## config.mk

```make
export PLATFORM = sky130hd
export DESIGN_NAME = prc_cell
export DESIGN_NICKNAME = d
export VERILOG_FILES = /design/src/rtl/core/assert_macros.svh /design/src/rtl/core/prc_pkg.sv /design/src/rtl/core/prc_cell.sv
export SDC_FILE = /design/constraint.sdc
export NUM_CORES = 1
export LEC_CHECK = 0
export BUFFER_PORTS_ARGS = -buffer_cell sky130_fd_sc_hd__clkbuf_2
export CAP_MARGIN = 20
export CORE_MARGIN = 8
export CORE_UTILIZATION = 45
export CTS_CLUSTER_SIZE = 28
export DETAILED_ROUTE_END_ITERATION = 6
export PLACE_DENSITY_LB_ADDON = 0.3
export SYNTH_ARGS = -nofsm -noshare
export SYNTH_HDL_FRONTEND = slang
export SYNTH_SLANG_ARGS = --single-unit
```

## constraint.sdc

```tcl
create_clock -name i_clk -period 9.4 [get_ports i_clk]
set_input_delay 1.88 -clock i_clk [delete_from_list [all_inputs] [get_ports i_clk]]
set_output_delay 1.88 -clock i_clk [all_outputs]
set_load 0.01 [all_outputs]
```

## src/rtl/core/assert_macros.svh

```systemverilog
// Assertion macros for the point rotation RTL; only prc_post includes them.
// No dependencies; define NO_ASSERTIONS to compile them out.
`ifndef ASSERT_MACROS_SVH
`define ASSERT_MACROS_SVH
`ifndef NO_ASSERTIONS
`define ASSERT_CLK(lbl, clk, rst_n, prop) \
    lbl: assert property (@(posedge clk) disable iff (!rst_n) prop) \
        else $error("concurrent assertion failed");
`define ASSERT_ALWAYS(lbl, clk, prop) \
    lbl: assert property (@(posedge clk) prop) \
        else $error("concurrent assertion failed");
`else
`define ASSERT_CLK(lbl, clk, rst_n, prop)
`define ASSERT_ALWAYS(lbl, clk, prop)
`endif
`endif

```

## src/rtl/core/prc_pkg.sv

```systemverilog
// Shared widths, angle constants, arctangent table and stage structs
// for the point rotation pipeline. No dependencies.
package prc_pkg;

    localparam int COORD_W    = 24;
    localparam int DIFF_W     = 25;
    localparam int ANG_IN_W   = 26;
    localparam int ANG_W      = 27;
    localparam int CORD_W     = 32;
    localparam int PROD_W     = 57;
    localparam int ROT_W      = 28;
    localparam int Q_FRAC     = 30;
    localparam int Z_SHIFT    = 8;
    localparam int TABLE_LEN  = 24;
    localparam int DEF_STAGES = 16;

    localparam logic signed [ANG_W-1:0] ANG_FULL  = 27'sd23592960;
    localparam logic signed [ANG_W-1:0] ANG_HALF  = 27'sd11796480;
    localparam logic signed [ANG_W-1:0] ANG_QUART = 27'sd5898240;
    localparam logic signed [ANG_W-1:0] ANG_SMALL = 27'sd65;

    localparam logic signed [CORD_W-1:0] GAIN_Q30 = 32'sd652032874;

    // atan(2^-i) in units of 2^-24 degree
    localparam logic signed [CORD_W-1:0] ATAN_TAB [0:TABLE_LEN-1] = '{
        32'sd754974720, 32'sd445687602, 32'sd235489088, 32'sd119537938,
        32'sd60000934,  32'sd30029717,  32'sd15018523,  32'sd7509720,
        32'sd3754917,   32'sd1877466,   32'sd938734,    32'sd469367,
        32'sd234684,    32'sd117342,    32'sd58671,     32'sd29335,
        32'sd14668,     32'sd7334,      32'sd3667,      32'sd1833,
        32'sd917,       32'sd458,       32'sd229,       32'sd115
    };

    typedef struct packed {
        logic valid;
        logic bypass;
    } t_side;

    typedef struct packed {
        logic signed [DIFF_W-1:0]  dx;
        logic signed [DIFF_W-1:0]  dy;
        logic signed [COORD_W-1:0] cx;
        logic signed [COORD_W-1:0] cy;
    } t_geom;

    typedef struct packed {
        logic signed [CORD_W-1:0] x;
        logic signed [CORD_W-1:0] y;
        logic signed [CORD_W-1:0] z;
    } t_cord;

endpackage

```

## src/rtl/core/prc_cell.sv

```systemverilog
// One CORDIC rotation cell: a micro-rotation by atan(2^-IDX), passing the
// word and its side data on to the next cell. Uses prc_pkg.
module prc_cell import prc_pkg::*; #(
    parameter int IDX = 0
) (
    input  logic  i_clk,
    input  logic  i_rst_n,
    input  t_side i_side,
    input  t_geom i_geom,
    input  t_cord i_cord,
    output t_side o_side,
    output t_geom o_geom,
    output t_cord o_cord
);

    logic signed [CORD_W-1:0] x, y, z, xs, ys;
    t_cord                    n_cord;
    t_side                    r_side;
    t_geom                    r_geom;
    t_cord                    r_cord;

    always_comb begin
        x  = i_cord.x;
        y  = i_cord.y;
        z  = i_cord.z;
        xs = x >>> IDX;
        ys = y >>> IDX;
        if (z >= 0) begin
            n_cord.x = x - ys;
            n_cord.y = y + xs;
            n_cord.z = z - ATAN_TAB[IDX];
        end else begin
            n_cord.x = x + ys;
            n_cord.y = y - xs;
            n_cord.z = z + ATAN_TAB[IDX];
        end
    end

    always_ff @(posedge i_clk) begin
        if (!i_rst_n) begin
            r_side <= '0;
        end else begin
            r_side <= i_side;
        end
    end

    always_ff @(posedge i_clk) begin
        r_geom <= i_geom;
        r_cord <= n_cord;
    end

    assign o_side = r_side;
    assign o_geom = r_geom;
    assign o_cord = r_cord;

endmodule

```

==> reports/results.ini <==
[routing]
wl_per_cell_um = 22.70
dr.first_iter.drc_count = 875
drtAntennaViolNets = 0
vias = 9630
avgViaCountPerCell = 5.528
dr.pass1.iters = 7
drc_errors = 0
wirelength_um = 39540

[placed_design]
postPlaceCellArea_mm2 = 0.01194
dpl.hpwl_um = 32660
dp.cells = 1710
io_buffer_count = 393
gp_congestion = 1.026

[global_route]
grt_pass1_vias = 9182
grt_pass1_wl_um = 57450
grt_antenna_before_repair = 2
grt_use_total = 0.2826
grt-ovfl-total = 0
grt_max_degree = 58

[yosys]
synth.distinct_cells = 76
synth.most_common_cell = dfxtp_1
syn_inst = 1078
yosys_warnings = 0
ys.flop_type = dfxtp_1
synth_nets = 1383
synth_top_area_frac = 0.3984
synth.avg_cell_area_um2 = 9.089
synth_common_cells = 195 x dfxtp_1, 110 x a21oi_1, 104 x ha_1
synth_top_area_cell = dfxtp_1
ys_ff_latch = 195
synthesis.area_mm2 = 0.009798
async_reset_ff_frac = 0
synth_edf_count = 0
synth_area_leaders = dfxtp_1 40%, ha_1 13%, a21oi_1 5.6%
ys_seq_area_frac = 0.3984

[pwr]
p_int_w = 0.001539
pwr-share-seq = 0.407
p_switching_w = 0.0008272
leakage_nw = 6.319
ir_drop_mv = 0.1130
clock_power_share = 0.322
power_frac_comb = 0.271
powerDensity_mw_per_mm2 = 188.4
total_power_w = 0.002367
sw_frac_of_total = 0.3495

[floorplanning]
initial_core_util = 0.4532
dieWidth_um = 163.6
io_pins = 394
core_area_mm2 = 0.02162
num_rows = 54
die-area_mm2 = 0.02675
die_h_um = 163.6

[sta]
worst_pin_slew_ns = 0.9317
maxSlewViolCount = 0
setup-violations-final = 0
hold_violations = 0
rsz0062_at_grt = no
tns_ns = 0
fin_crit_ns = 4.614
slew_headroom = 0.3782
fmax_mhz = 216.7
period_share = 0.4908

[worst_hold_path]
holdPathStages = 1
hp-start = i_geom[27]
hold_class = in -> reg
hold-path-endpoint = o_geom[27]

[clock_network]
numCtsBuffers = 17
hold_buffers = 0
cts_htree_levels = 4
cts_tree = done
root_buffer = clkbuf_16
clock_sinks = 195
cts_buffer_depth = 2
cts.repair.resized = 0
post_cts_buffers = 0
clkTransAtPathRegs_ns = 0.09

[worst_setup_path]
cp.required_ns = 9.70
critPathLaunch = i_cord[33]
critical_path_class = in -> reg
crit_chain = clkbuf_2, inv_1, ha_1, nor2b_1, o2111ai_1, a21oi_2, o41ai_4, o41ai_2, a221oi_2, a21oi_1, a2111oi_2, xnor2_1
crit_arrival_ns = 4.91
worst-path-buf-inv = 2
cp_slowest_cell = o41ai_4
critPathTopFamily = compound AO/OA/AOI/OAI gates
cp_max_fo = 5
crit_path_end_kind = flop
worst_path_largest_cell_delay_ns = 0.57
cp-start-kind = input port

[final_layout]
final_layout_size_suffix_gt1_frac = 0.3105
area_growth_pct = 28.23
n_fill_cell = 1983
final_cells = 1742
final_area_mm2 = 0.01256
utilization = 0.5811
nNetsFinal = 1754
n_antenna_cell = 0

[job]
maxCapViolCount = 0

[status]
outcome = finished, final reports clean

[power by group through the flow]
stage	logic [W]	clock network (W)	registers [W]
6_report	0.000641	0.000763	0.000963
5_1_grt	0.000685	0.000809	0.000970
4_1_cts	0.000636	0.000776	0.000964
3_5_place_dp	0.000632	0	0.000982
3_3_place_gp	0.000631	0	0.000981
2_1_floorplan	0.000311	0	0.00102
[sequential cells by signal, indices dropped and copies added, names as in the netlist]
signal,flops
o_geom,98
o_cord,95
o_side,2
[per-stage QoR]
stage          hold WS [ns]  worst slack [ns]
2_1_floorplan         1.908             5.094
3_3_place_gp          1.983             4.421
3_5_place_dp          1.984             4.467
4_1_cts               1.513             4.874
5_1_grt               1.518             4.636
6_report              1.534             4.786
[metal layers]
layer  up-vias  part of all wire  GRT usage
li1       4471                 -          -
met1      4602              0.41     0.3544
met2       488              0.48     0.4692
met3        65             0.078    0.05922
met4         4             0.029     0.1058
met5         -           0.00058          0
[worst max path at each step]
stage                      end  slack (ns)  cells past startpoint
detailed placement  o_cord[95]        4.47                     12
finish              o_cord[95]        4.79                     12
CTS                 o_cord[95]        4.87                     12
global placement    o_cord[50]        4.42                     12
floorplan           o_cord[62]        5.09                     11
global route        o_cord[50]        4.64                     12
[placed cells by master (no fill, tap or decap), drive strengths merged, types with 4 or more instances in the layout]
cell / count
inv: 99
o31ai: 9
o21ai: 55
nand4: 8
nand3: 16
or2: 5
xnor2: 54
o21ba: 5
mux2i: 12
xor2: 14
nor2: 79
nor2b: 12
o21a: 5
o221ai: 5
o41ai: 7
a31oi: 7
nand2: 60
nand3b: 5
a2111oi: 4
nor3: 26
a21o: 30
nor4: 5
clkbuf: 409
clkinv: 9
o211ai: 12
a211oi: 11
nand2b: 11
and2: 6
dfxtp: 195
a21oi: 112
a211o: 4
o21bai: 13
o22ai: 7
ha: 104
[final cells by class]
cell class              instances  area (um^2)  area share
clock buffers                  17        425.4     0.03386
clock inverters                15        195.2     0.01553
inverters                      93        349.1     0.02778
multi-input cells             747         5359      0.4265
flip-flops and latches        195         3904      0.3107
well taps                     280        350.3     0.02788
repair buffers                395         1982      0.1577
[cell families (layout without fill, tap and decap cells)]
group	count (synthesis)	after routing	share of synthesized area
multiplexers	12	12	0.01226
adder cells (fa/ha/maj)	107	107	0.1389
AO/OA/AOI/OAI	314	314	0.2157
XOR/XNOR	68	68	0.06078
AND/OR/NAND/NOR	246	246	0.1193
buffers and inverters	136	520	0.05465
flip-flops	195	195	0.3984
(Power assumes the default switching activity.)
