==> config.mk <==
export PLATFORM = sky130hd
export DESIGN_NAME = prc_prep
export DESIGN_NICKNAME = d
export VERILOG_FILES = /design/src/rtl/core/assert_macros.svh /design/src/rtl/core/prc_pkg.sv /design/src/rtl/core/prc_prep.sv
export SDC_FILE = /design/constraint.sdc
export NUM_CORES = 1
export LEC_CHECK = 0
export ABC_AREA = 1
export BUFFER_PORTS_ARGS = -buffer_cell sky130_fd_sc_hd__buf_2
export CAP_MARGIN = 20
export CORE_ASPECT_RATIO = 1.1
export CORE_UTILIZATION = 30
export CTS_BUF_LIST = sky130_fd_sc_hd__clkbuf_4
export DETAILED_ROUTE_END_ITERATION = 12
export MAX_ROUTING_LAYER = met4
export SYNTH_ARGS = -nofsm -noshare
export SYNTH_HDL_FRONTEND = slang
export SYNTH_SLANG_ARGS = --single-unit
==> constraint.sdc <==
create_clock -name i_clk -period 3 [get_ports i_clk]
set_input_delay 0 -clock i_clk [delete_from_list [all_inputs] [get_ports i_clk]]
set_output_delay 0 -clock i_clk [all_outputs]
set_load 0.02 [all_outputs]
==> src/rtl/core/assert_macros.svh <==
// Assertion macros for the point rotation RTL; only prc_post includes them.
// No dependencies; define NO_ASSERTIONS to compile them out.
`ifndef ASSERT_MACROS_SVH
`define ASSERT_MACROS_SVH
`ifndef NO_ASSERTIONS
`define ASSERT_CLK(lbl, clk, rst_n, prop) \
    lbl: assert property (@(posedge clk) disable iff (!rst_n) prop) \
        else $error("concurrent assertion failed");
`define ASSERT_ALWAYS(lbl, clk, prop) \
    lbl: assert property (@(posedge clk) prop) \
        else $error("concurrent assertion failed");
`else
`define ASSERT_CLK(lbl, clk, rst_n, prop)
`define ASSERT_ALWAYS(lbl, clk, prop)
`endif
`endif

==> src/rtl/core/prc_pkg.sv <==
// Shared widths, angle constants, arctangent table and stage structs
// for the point rotation pipeline. No dependencies.
package prc_pkg;

    localparam int COORD_W    = 24;
    localparam int DIFF_W     = 25;
    localparam int ANG_IN_W   = 26;
    localparam int ANG_W      = 27;
    localparam int CORD_W     = 32;
    localparam int PROD_W     = 57;
    localparam int ROT_W      = 28;
    localparam int Q_FRAC     = 30;
    localparam int Z_SHIFT    = 8;
    localparam int TABLE_LEN  = 24;
    localparam int DEF_STAGES = 16;

    localparam logic signed [ANG_W-1:0] ANG_FULL  = 27'sd23592960;
    localparam logic signed [ANG_W-1:0] ANG_HALF  = 27'sd11796480;
    localparam logic signed [ANG_W-1:0] ANG_QUART = 27'sd5898240;
    localparam logic signed [ANG_W-1:0] ANG_SMALL = 27'sd65;

    localparam logic signed [CORD_W-1:0] GAIN_Q30 = 32'sd652032874;

    // atan(2^-i) in units of 2^-24 degree
    localparam logic signed [CORD_W-1:0] ATAN_TAB [0:TABLE_LEN-1] = '{
        32'sd754974720, 32'sd445687602, 32'sd235489088, 32'sd119537938,
        32'sd60000934,  32'sd30029717,  32'sd15018523,  32'sd7509720,
        32'sd3754917,   32'sd1877466,   32'sd938734,    32'sd469367,
        32'sd234684,    32'sd117342,    32'sd58671,     32'sd29335,
        32'sd14668,     32'sd7334,      32'sd3667,      32'sd1833,
        32'sd917,       32'sd458,       32'sd229,       32'sd115
    };

    typedef struct packed {
        logic valid;
        logic bypass;
    } t_side;

    typedef struct packed {
        logic signed [DIFF_W-1:0]  dx;
        logic signed [DIFF_W-1:0]  dy;
        logic signed [COORD_W-1:0] cx;
        logic signed [COORD_W-1:0] cy;
    } t_geom;

    typedef struct packed {
        logic signed [CORD_W-1:0] x;
        logic signed [CORD_W-1:0] y;
        logic signed [CORD_W-1:0] z;
    } t_cord;

endpackage

==> src/rtl/core/prc_prep.sv <==
// Front end: angle negate, small-angle test, reduction to +-90 degrees,
// centre offsets and CORDIC seed. Three register stages. Uses prc_pkg.
module prc_prep import prc_pkg::*; (
    input  logic                       i_clk,
    input  logic                       i_rst_n,
    input  logic                       i_valid,
    input  logic signed [COORD_W-1:0]  i_point_x,
    input  logic signed [COORD_W-1:0]  i_point_y,
    input  logic signed [COORD_W-1:0]  i_center_x,
    input  logic signed [COORD_W-1:0]  i_center_y,
    input  logic signed [ANG_IN_W-1:0] i_angle_deg,
    input  logic                       i_reverse,
    output t_side                      o_side,
    output t_geom                      o_geom,
    output t_cord                      o_cord
);

    logic                    r_v1, r_v2;
    logic                    r_bp2;
    logic signed [ANG_W-1:0] r_a1, r_a2;
    t_geom                   r_geom1, r_geom2, r_geom3;
    t_side                   r_side3;
    t_cord                   r_cord3;

    logic signed [ANG_W-1:0] n_a1, n_a2, a_fold;
    logic                    n_bp2, flip;
    t_geom                   n_geom1, n_geom3;
    t_cord                   n_cord3;

    always_comb begin
        n_a1       = i_reverse ? -ANG_W'(i_angle_deg) : ANG_W'(i_angle_deg);
        n_geom1.dx = DIFF_W'(i_point_x) - DIFF_W'(i_center_x);
        n_geom1.dy = DIFF_W'(i_point_y) - DIFF_W'(i_center_y);
        n_geom1.cx = i_center_x;
        n_geom1.cy = i_center_y;
    end

    always_comb begin
        n_bp2 = (r_a1 >= -ANG_SMALL) && (r_a1 <= ANG_SMALL);
        priority if (r_a1 >= ANG_HALF) begin
            n_a2 = r_a1 - ANG_FULL;
        end else if (r_a1 < -ANG_HALF) begin
            n_a2 = r_a1 + ANG_FULL;
        end else begin
            n_a2 = r_a1;
        end
    end

    // fold into +-90; negating the offsets stands in for negating sin and cos
    always_comb begin
        priority if (r_a2 > ANG_QUART) begin
            a_fold = r_a2 - ANG_HALF;
            flip   = !r_bp2;
        end else if (r_a2 < -ANG_QUART) begin
            a_fold = r_a2 + ANG_HALF;
            flip   = !r_bp2;
        end else begin
            a_fold = r_a2;
            flip   = 1'b0;
        end
        n_geom3    = r_geom2;
        if (flip) begin
            n_geom3.dx = -r_geom2.dx;
            n_geom3.dy = -r_geom2.dy;
        end
        n_cord3.x = GAIN_Q30;
        n_cord3.y = '0;
        n_cord3.z = CORD_W'(a_fold) <<< Z_SHIFT;
    end

    always_ff @(posedge i_clk) begin
        if (!i_rst_n) begin
            r_v1    <= 1'b0;
            r_v2    <= 1'b0;
            r_side3 <= '0;
        end else begin
            r_v1          <= i_valid;
            r_v2          <= r_v1;
            r_side3.valid <= r_v2;
            r_side3.bypass <= r_bp2;
        end
    end

    always_ff @(posedge i_clk) begin
        r_a1    <= n_a1;
        r_geom1 <= n_geom1;
        r_a2    <= n_a2;
        r_bp2   <= n_bp2;
        r_geom2 <= r_geom1;
        r_geom3 <= n_geom3;
        r_cord3 <= n_cord3;
    end

    assign o_side = r_side3;
    assign o_geom = r_geom3;
    assign o_cord = r_cord3;

endmodule

==> results of run 1 <==
[cell usage in the layout, fill, tap and decap left out, drive strengths merged]
cell	n
o31ai	2
xnor2	19
ha	59
dlygate4sd3	270
a21oi	45
bufinv	2
dfxtp	377
buf	253
nor4	4
o21bai	13
clkinv	38
inv	243
nand3	159
clkinvlp	1
xor2	63
and2	4
nor2	209
fa	2
diode	3
conb	72
o21ai	36
o211ai	2
nand2	592
nand4	38
clkbuf	127
or2	2
nand3b	6
a31oi	1
nor3	21
[how the worst max path moves through the flow]
stage	from	endpoint	slack (ps)
floorplan	r_a2[18]	o_geom[82]	1390
global placement	r_a2[20]	o_geom[50]	990
detailed placement	r_a2[18]	o_geom[90]	940
CTS	i_center_y[0]	r_geom1[68]	120
global route	i_angle_deg[1]	r_a1[22]	3
finish	i_angle_deg[1]	r_a1[22]	50
[per-stage QoR]
| step | setup WS, ps | util, % | hold WS (ps) |
|---|---|---|---|
| after floorplan | 1390 | - | 27.7 |
| after global placement | 992 | 33.9 | 119 |
| after detailed placement | 943 | 33.9 | 118 |
| after CTS | 117 | 41.7 | 5.05 |
| after global routing | 3.13 | 41.7 | 117 |
| final | 45.7 | 41.7 | 103 |
[per-layer routing]
metal	GRT usage, %	wire, um	up-vias
met5	-	0	-
met4	9.18	1520	0
met3	3.93	2480	102
met2	29.6	22300	406
met1	19.5	18700	6531
li1	-	-	7317
[worst min-delay path: stages]
cell           delay [ps]
dlygate4sd3_1         520
buf_2                 140
fa_1                  160
inv_1                  30
[sequential cells by signal, indices dropped and copies added (netlist names)]
signal / count
o_geom: 98
r_geom1: 98
r_geom2: 50
n_geom3: 48
r_a1: 27
r_a2: 27
o_cord: 24
o_side: 2
r_bp2: 1
r_v1: 1
r_v2: 1
[logic make-up (layout without fill, tap and decap cells)]
logic type	after synthesis	after routing	share of synthesized area [%]
fa+ha+maj	61	61	5.04
other cells	2	75	0.0487
compound gates	99	99	3.49
simple gates	1035	1035	27.7
xor+xnor	82	82	4.65
flops	377	377	48.9
buf+inv	335	934	10.2
[power by group]
group / total [W] / switching, W / internal (W)
sequential: 0.00621 / 0.000446 / 0.00576
clock: 0.00425 / 0.00208 / 0.00217
combinational: 0.00315 / 0.00193 / 0.00122
total: 0.0136 / 0.00446 / 0.00915
[timing repair]
action | CTS | global route
endpoints found under the hold margin | 129 | 0
buffers inserted | 0 | 0
setup endpoints to repair | 0 | 4
hold buffers | 270 | 0
gates resized for setup | 0 | 2
[layout make-up]
type,count,area (sq um)
fillers,5060,29400
flip-flops and latches,377,7550
multi-input cells,1349,6580
repair buffers,523,3980
clock buffers,127,953
inverters,242,908
well taps,660,826
clock inverters,42,248
diodes,3,7.51
==> impl_results.md, run 1 <==
- Outcome: finished clean
- Initial core utilization: 30.6%
- Classification of the worst setup path: primary input to flip-flop
- Synth cell types: 30
- CP bufs+invs: 7
- Hold Fails Final Rpt: 0
- Worst path max stage delay: 560 ps
- Leak Pwr: 10.5 nW
- CTS tree: built
- Reg2Reg Setup Slack: 920 ps
- Layout Cells excl Fill: 3,323
- Total CTS buffers: 95
- Hold_sp: i_center_y[1]
- Worst Hold Depth: 4
- Most common cell in the synthesized netlist: nand2_1
- Final Max Tran Viols: 0
- CTS HTree Levels: 3
- Period utilisation layout: 98.5%
- Site Rows: 86
- Vias: 14.4k
- Area post-placement: 17,100 sq um
- Core area: 50,500 sq um
- Synth Register Bits: 377
- Seq/Total Area, Yosys: 48.9%
- DRT iter0 DRCs: 704
- Port bufs: 249
- Slew @ Worst Pin: 501 ps
- Critical-path top delay cell: dlygate4sd3_1
- Gate Count Post-Synth: 1,991
- Longest Clk Path Bufs: 3
- Total grt overflow: 0
- Syn_area_per_cell: 7.75 sq um
- CP required: 3750 ps
- RSZ-0062 raised after global routing: no
- Routability cong.: 0.907
- Share of layout cells above drive strength 1: 15.6%
- Critical R2R Launch: r_a2[18]
- Clk_skew: 42.4 ps
- Die Footprint: 52,400 sq um
- Clock slew at reported path FFs: 70 ps
- WL per Instance: 13.5 um
- Crit-path cells: dlygate4sd3_1 -> buf_2 -> dlygate4sd3_1 -> inv_1 -> ha_1 -> nand3_1 -> inv_1 -> nand2_1 -> nor2_1 -> nand4_1 -> nand2_1 -> nand2_1 -> dlygate4sd3_1 -> nand2_1 -> dlygate4sd3_1
- Mapped Area: 15,400 sq um
- Global-route wire length before repair: 71.6 mm
- Final WL: 45.0 mm
- Placed cell count: 2,881
- Skew-Pair Late Insertion Delay: 820 ps
- Num ports: 322
- Initial antenna violation count: 3
- Largest net degree at the start of global routing: 31
- Layout area overhead: 36.4%
- Remaining antenna violation count: 0
- Critical R2R Capture: o_geom[90]
- TritonCTS Sinks: 377
- Endpoints failing setup: 0
- Max Fclk: 338 MHz
- Prevailing post-synth register cell: dfxtp_1
- Pre-antenna DRT Iters: 6
- Ys async rst share: 0%
- Vias in the first global route: 14.5k
- Overall power: 0.0136 W
- Slew HR: 66.6%
- Startpoint types: primary input
- Cell family with the largest share of critical-path delay: buffers and inverters
- Yosys top cell by area: dfxtp_1
- Critical path depth: 15
- Die Span Y: 240 um
- Synth top cells by count: nand2_1 (588), dfxtp_1 (377), inv_1 (237)
- Critical Path Fanout Max: 4
- VDD IR max: 0.000356 V
- Clk root buf: clkbuf_4
- Setup TNS: 0 ps
- Worst reg2reg path depth: 13
- GR Util All Layers: 17.7%
- End of the worst hold path: r_geom1[49]
- Die extent in x: 218 um
- Synth area leaders: dfxtp_1 (49%), nand2_1 (14%), inv_1 (5.8%), nand3_1 (5.2%), nor2_1 (5.1%)
- Top cell type's share of synthesized area: 48.9%
- DRC viols: 0
- Worst setup EP type: flip-flop
- Max_cap viols: 0
- Fin nets: 2,775
- Final Cell Area: 21,100 sq um
- Vias/cell: 4.32
- Synth Warn #: 0
- CP arrival: 3700 ps
- Placed wire-length estimate: 32.1 mm
- EDFF count, synth: 0
- Minimum clock period: 2950 ps
- Hold Crit Class: primary input to flip-flop
- Power per Cell Area: 647 nW/um^2
(Power assumes the default switching activity.)
==> run 2, diff against run 1 <==
Settings changed: ABC_AREA 1 to 0, REMOVE_ABC_BUFFERS set to 1.
==> run 2 against run 1 <==
- hold slack better by 11 ps
- total power up 1.4%
- register-to-register slack worse by 660 ps
- sequential share of layout area up 4.7 points
- worst setup slack worse by 36 ps
- largest power group unchanged
- highest routed layer unchanged
==> impl_results.md, run 2 <==
- Power per Cell Area: 741 nW/um^2
- Synth area leaders: dfxtp_1 (58%), xnor2_1 (6.4%), ha_1 (5.6%), buf_4 (4.1%), inv_1 (2.4%)
- Ys async rst share: 0%
- Hold Crit Class: primary input to flip-flop
- Crit-path cells: dlygate4sd3_1 -> buf_2 -> dlygate4sd3_1 -> inv_1 -> ha_2 -> fa_2 -> nor2b_1 -> o31a_1 -> or3_1 -> a221oi_4 -> o31ai_2 -> xor2_1 -> dlygate4sd3_1
- Clk_skew: 45.1 ps
- Most common cell in the synthesized netlist: dfxtp_1
- Die Span Y: 221 um
- Pre-antenna DRT Iters: 4
- Routability cong.: 0.847
- Initial antenna violation count: 2
- Synth cell types: 69
- Metal3 WL: 1.78 mm
- CP bufs+invs: 5
- Syn_area_per_cell: 10.9 sq um
- Final Max Tran Viols: 0
- Final Cell Area: 18,600 sq um
- Mapped Area: 13,100 sq um
- WL met1: 13.0 mm
- Remaining antenna violation count: 0
- Share of layout cells above drive strength 1: 22.6%
- Clock slew at reported path FFs: 60 ps
- Prevailing post-synth register cell: dfxtp_1
- Port bufs: 249
- Skew-Pair Late Insertion Delay: 800 ps
- Num ports: 322
- Site Rows: 79
- Setup WS pre-CTS: 263 ps
- Multi-input gate area in the final layout: 4940 sq um
- Slew @ Worst Pin: 768 ps
- Period utilisation layout: 99.7%
- Longest Clk Path Bufs: 3
- VDD IR max: 0.000366 V
- Gate Count Post-Synth: 1,205
- Clk root buf: clkbuf_4
- CTS tree: built
- Initial core utilization: 30.7%
- Synth top cells by count: dfxtp_1 (377), xnor2_1 (95), inv_1 (82)
- Classification of the worst setup path: primary input to flip-flop
- Total CTS buffers: 95
- Critical-path top delay cell: dlygate4sd3_1
- DRC viols: 0
- Worst path max stage delay: 570 ps
- CP arrival: 3640 ps
- Max Used Layer: met4
- Yosys top cell by area: dfxtp_1
- Total grt overflow: 0
- Endpoints failing setup: 0
- Die extent in x: 201 um
- Fin nets: 1,973
- Synth Register Bits: 377
- DRT iter0 DRCs: 280
- Critical Path Fanout Max: 4
- TritonCTS Sinks: 377
- CTS HTree Levels: 3
- Commonest cells after routing, fill and taps aside: dfxtp_1 (377), dlygate4sd3_1 (256), buf_2 (249), clkbuf_4 (127), xnor2_1 (95)
- Placed wire-length estimate: 22.4 mm
- Synth Warn #: 0
- Outcome: finished clean
- Top cell type's share of synthesized area: 57.6%
- Startpoint types: primary input
- Sequential standard cell area: 7550 sq um
- Max Fclk: 334 MHz
- Cell family with the largest share of critical-path delay: buffers and inverters
- Number of fill cells: 4,075
- CP required: 3650 ps
- Vias in the first global route: 10.5k
- Vias: 10.3k
- Global-route wire length before repair: 51.7 mm
- Seq/Total Area, Yosys: 57.6%
- Reg2Reg Setup Slack: 260 ps
- Commonest non-fill, non-tap cell in the layout: dfxtp_1
- Largest net degree at the start of global routing: 29
- GR Util All Layers: 15.1%
- CP dominant cell by count: dlygate4sd3_1
- Hold Fails Final Rpt: 0
- Final WL: 32.7 mm
- Core area: 42,700 sq um
- Slew HR: 48.5%
- Leak Pwr: 8.37 nW
- Max_cap viols: 0
- Worst setup EP type: flip-flop
- Fin worst setup slack: 9.97 ps
- Area post-placement: 14,700 sq um
- Die Footprint: 44,500 sq um
- Layout area overhead: 42.1%
- Minimum clock period: 2990 ps
- WL met2: 16.7 mm
- WL per Instance: 13.5 um
- EDFF count, synth: 0
- Vias/cell: 4.26
## run 2: routing by layer
metal	global-route usage [%]	up-vias
met3	4.14	73
li1	-	5224
met5	-	-
met4	8.92	0
met2	26.2	276
met1	15.0	4747
## run 2: cells by family after synthesis
logic type               share of synthesized area, %
adder cells (fa/ha/maj)                          5.94
flip-flops                                       57.6
multiplexers                                   0.0764
buffers and inverters                            7.18
AND/OR/NAND/NOR                                  8.88
AO/OA/AOI/OAI                                    12.3
other                                          0.0573
XOR/XNOR                                         7.96
## run 2: worst paths after layout
kind / endpoint / from / depth (start not counted)
max: r_geom1[64] / i_point_y[0] / 13
min: r_geom1[70] / i_point_y[22] / 4
max reg2reg: o_geom[95] / r_a2[9] / 9
min reg2reg: n_geom3[13] / r_geom1[13] / 0
## run 2: area by class of cell
| class | count | area share, % |
|---|---|---|
| antenna | 2 | 0.0269 |
| tap | 567 | 3.81 |
| timing repair buffer | 510 | 20.7 |
| clock inverter | 40 | 1.59 |
| sequential | 377 | 40.5 |
| multi-input combinational | 720 | 26.5 |
| inverter | 82 | 1.65 |
| clock buffer | 127 | 5.12 |
## run 2: power breakdown
| part | total [W] | switching [W] | internal (W) |
|---|---|---|---|
| Clock | 0.00442 | 0.00202 | 0.00241 |
| Sequential | 0.00633 | 0.000422 | 0.00590 |
| Combinational | 0.00305 | 0.00172 | 0.00133 |
| Total | 0.0138 | 0.00416 | 0.00964 |
## run 2: worst reg2reg max path, delay by kind of cell (launching register included)
kind / cells / cell delay [ps]
flip-flops: 1 / 310
XOR/XNOR: 1 / 150
AND/OR/NAND/NOR: 2 / 800
AO/OA/AOI/OAI: 4 / 950
buffers and inverters: 2 / 440
## run 2: through the flow
stage | hold slack, ps | power (W) | util, % | setup TNS, ps | cells
2_1_floorplan | 27.7 | 0.00809 | - | -10670 | 1179
3_3_place_gp | 119 | 0.00909 | 34.5 | 0 | 1999
3_5_place_dp | 119 | 0.00912 | 34.5 | 0 | 1999
4_1_cts | 5.17 | 0.0140 | 43.5 | 0 | 2423
5_1_grt | 38.1 | 0.0146 | 43.6 | -13.6 | 2425
6_report | 115 | 0.0138 | 43.6 | 0 | 2425
## run 2: timing repair
action / in CTS / in global routing
hold buffers: 257 / 0
endpoints found under the hold margin: 129 / 0
gates resized for setup: 0 / 11
setup endpoints to repair: 0 / 6
setup buffers: 0 / 1
==> run 3, diff against run 2 <==
Settings changed: CTS_BUF_LIST sky130_fd_sc_hd__clkbuf_4 to sky130_fd_sc_hd__clkbuf_2 sky130_fd_sc_hd__clkbuf_4 sky130_fd_sc_hd__clkbuf_8.
==> run 3 against run 2 <==
- critical path depth did not move
- core utilization fell by 0.86 points
- flip-flop and latch count unchanged
- largest cell class unchanged
- highest routed layer unchanged
- cell area shrank 2.0%
- combinational power shrank 2%
- register-to-register slack barely moved
- worst setup slack better by 48 ps
==> impl_results.md, run 3 (synthesized netlist as in run 2, its figures left out) <==
- Hold Fails Final Rpt: 0
- Total CTS buffers: 61
- Clk_skew: 28.6 ps
- Slew @ Worst Pin: 763 ps
- VDD IR max: 0.000409 V
- Slew HR: 48.8%
- Fin nets: 1,895
- Largest net degree at the start of global routing: 29
- Commonest non-fill, non-tap cell in the layout: dfxtp_1
- Routability cong.: 0.847
- Core area: 42,700 sq um
- Num ports: 322
- Final Max Tran Viols: 0
- Global-route wire length before repair: 49.7 mm
- DRC viols: 0
- Initial antenna violation count: 3
- Period utilisation layout: 98.1%
- Share of layout cells above drive strength 1: 21.7%
- Clock share of power: 33.8%
- GR Util All Layers: 14.3%
- WL per Instance: 13.7 um
- Vias: 9,861
- CTS tree: built
- Outcome: finished clean
- Commonest cells after routing, fill and taps aside: dfxtp_1 (377), buf_2 (249), dlygate4sd3_1 (212), xnor2_1 (95), inv_1 (82)
- Layout Cells excl Fill: 2,323
- CP arrival: 3440 ps
- Die Span Y: 221 um
- Vias/cell: 4.24
- P_sw: 0.00409 W
- Final WL: 31.8 mm
- Hold Crit Class: primary input to flip-flop
- Worst Hold Depth: 2
- Power Internal: 0.00998 W
- Clk root buf: clkbuf_8
- TritonCTS Sinks: 377
- End of the worst hold path: r_geom1[42]
- Reg2Reg Setup Slack: 250 ps
- Port bufs: 249
- Classification of the worst setup path: primary input to flip-flop
- Die extent in x: 201 um
- DRT iter0 DRCs: 286
- Hold_sp: i_center_x[18]
- Layout area overhead: 39.3%
- Leak Pwr: 8.17 nW
- Power per Cell Area: 771 nW/um^2
- Critical R2R Capture: o_geom[88]
- Sequential power share: 45.0%
- Clock slew at reported path FFs: 60 ps
- Endpoints failing setup: 0
- Minimum clock period: 2940 ps
- Worst reg2reg path depth: 9
- CTS HTree Levels: 2
- Max Fclk: 340 MHz
- Placed cell count: 1,999
- CP required: 3500 ps
- Site Rows: 79
- Total grt overflow: 0
- Critical Path Fanout Max: 4
- Critical R2R Launch: r_a2[9]
- Remaining antenna violation count: 0
- Sw frac: 29.1%
- Longest Clk Path Bufs: 3
- Worst setup EP type: flip-flop
- Initial core utilization: 30.7%
- Die Footprint: 44,500 sq um
- Startpoint types: primary input
- Logic gate share of total power: 21.2%
- Setup TNS: 0 ps
- Skew-Pair Late Insertion Delay: 640 ps
- Pre-antenna DRT Iters: 4
- Max_cap viols: 0
- Vias in the first global route: 9,970
- Placed wire-length estimate: 22.4 mm
run 3: cell types whose count changed in the layout (fill, tap and decap cells not counted), sizes merged:
cell	change
bufinv	-1
clkbuf	-38
clkinv	-23
clkinvlp	+3
diode	+1
dlygate4sd3	-44
run 3: per-layer routing:
| layer | track usage (%) | wire length, um | vias up |
|---|---|---|---|
| li1 | - | - | 5007 |
| met1 | 14.9 | 13000 | 4549 |
| met2 | 25.5 | 16200 | 230 |
| met3 | 3.52 | 1560 | 75 |
| met4 | 6.13 | 1040 | 0 |
| met5 | - | 0 | - |
run 3: power by group through the flow:
stage / sequential, W / clock [W] / combinational [W]
floorplan: 0.00689 / 0 / 0.00120
global placement: 0.00644 / 0 / 0.00265
detailed placement: 0.00645 / 0 / 0.00267
CTS: 0.00634 / 0.00493 / 0.00299
global route: 0.00643 / 0.00516 / 0.00322
finish: 0.00633 / 0.00476 / 0.00298
run 3: layout make-up:
class	count	area, sq um
clock inverters	19	209
well taps	567	709
flip-flops and latches	377	7550
inverters	82	308
fillers	4108	24500
multi-input cells	720	4900
diodes	3	7.51
repair buffers	466	3420
clock buffers	89	1140
run 3: metrics by stage:
step	util, %	instance area, sq um	hold WS (ps)	worst slack, ps	power (W)
after global routing	42.7	18200	13.8	-7.48	0.0148
after global placement	34.5	14700	119	424	0.00909
after CTS	42.6	18200	0.234	62.4	0.0143
after floorplan	-	12700	27.7	-333	0.00809
final	42.7	18200	53.9	57.7	0.0141
after detailed placement	34.5	14700	119	263	0.00912
run 3: how the worst max path moves through the flow:
stage                              from          end  slack (ps)  cells after the start
after floorplan                r_a2[18]   o_geom[54]        -330                      9
after global placement          r_a2[9]   o_geom[88]         420                      9
after detailed placement        r_a2[9]   o_geom[82]         260                      9
after CTS                 i_center_y[2]  r_geom1[70]          60                     12
after global routing       i_point_y[0]  r_geom1[70]          -7                     13
final                      i_point_y[0]  r_geom1[70]          60                     13
run 3: repair_timing:
item | in CTS | in global routing
hold endpoints to repair | 129 | 0
setup endpoints to repair | 0 | 1
resized for setup | 0 | 3
setup buffers | 0 | 1
hold buffers | 212 | 0
run 3: critical path: stages:
cell and delay (ps):
dlygate4sd3_1 540, buf_2 120, inv_1 50, ha_1 210, fa_2 240, nor2b_1 50, o31a_1 260, or3_1 370
a221oi_4 360, o31ai_2 150, a221o_1 380, xor2_1 140, dlygate4sd3_1 550
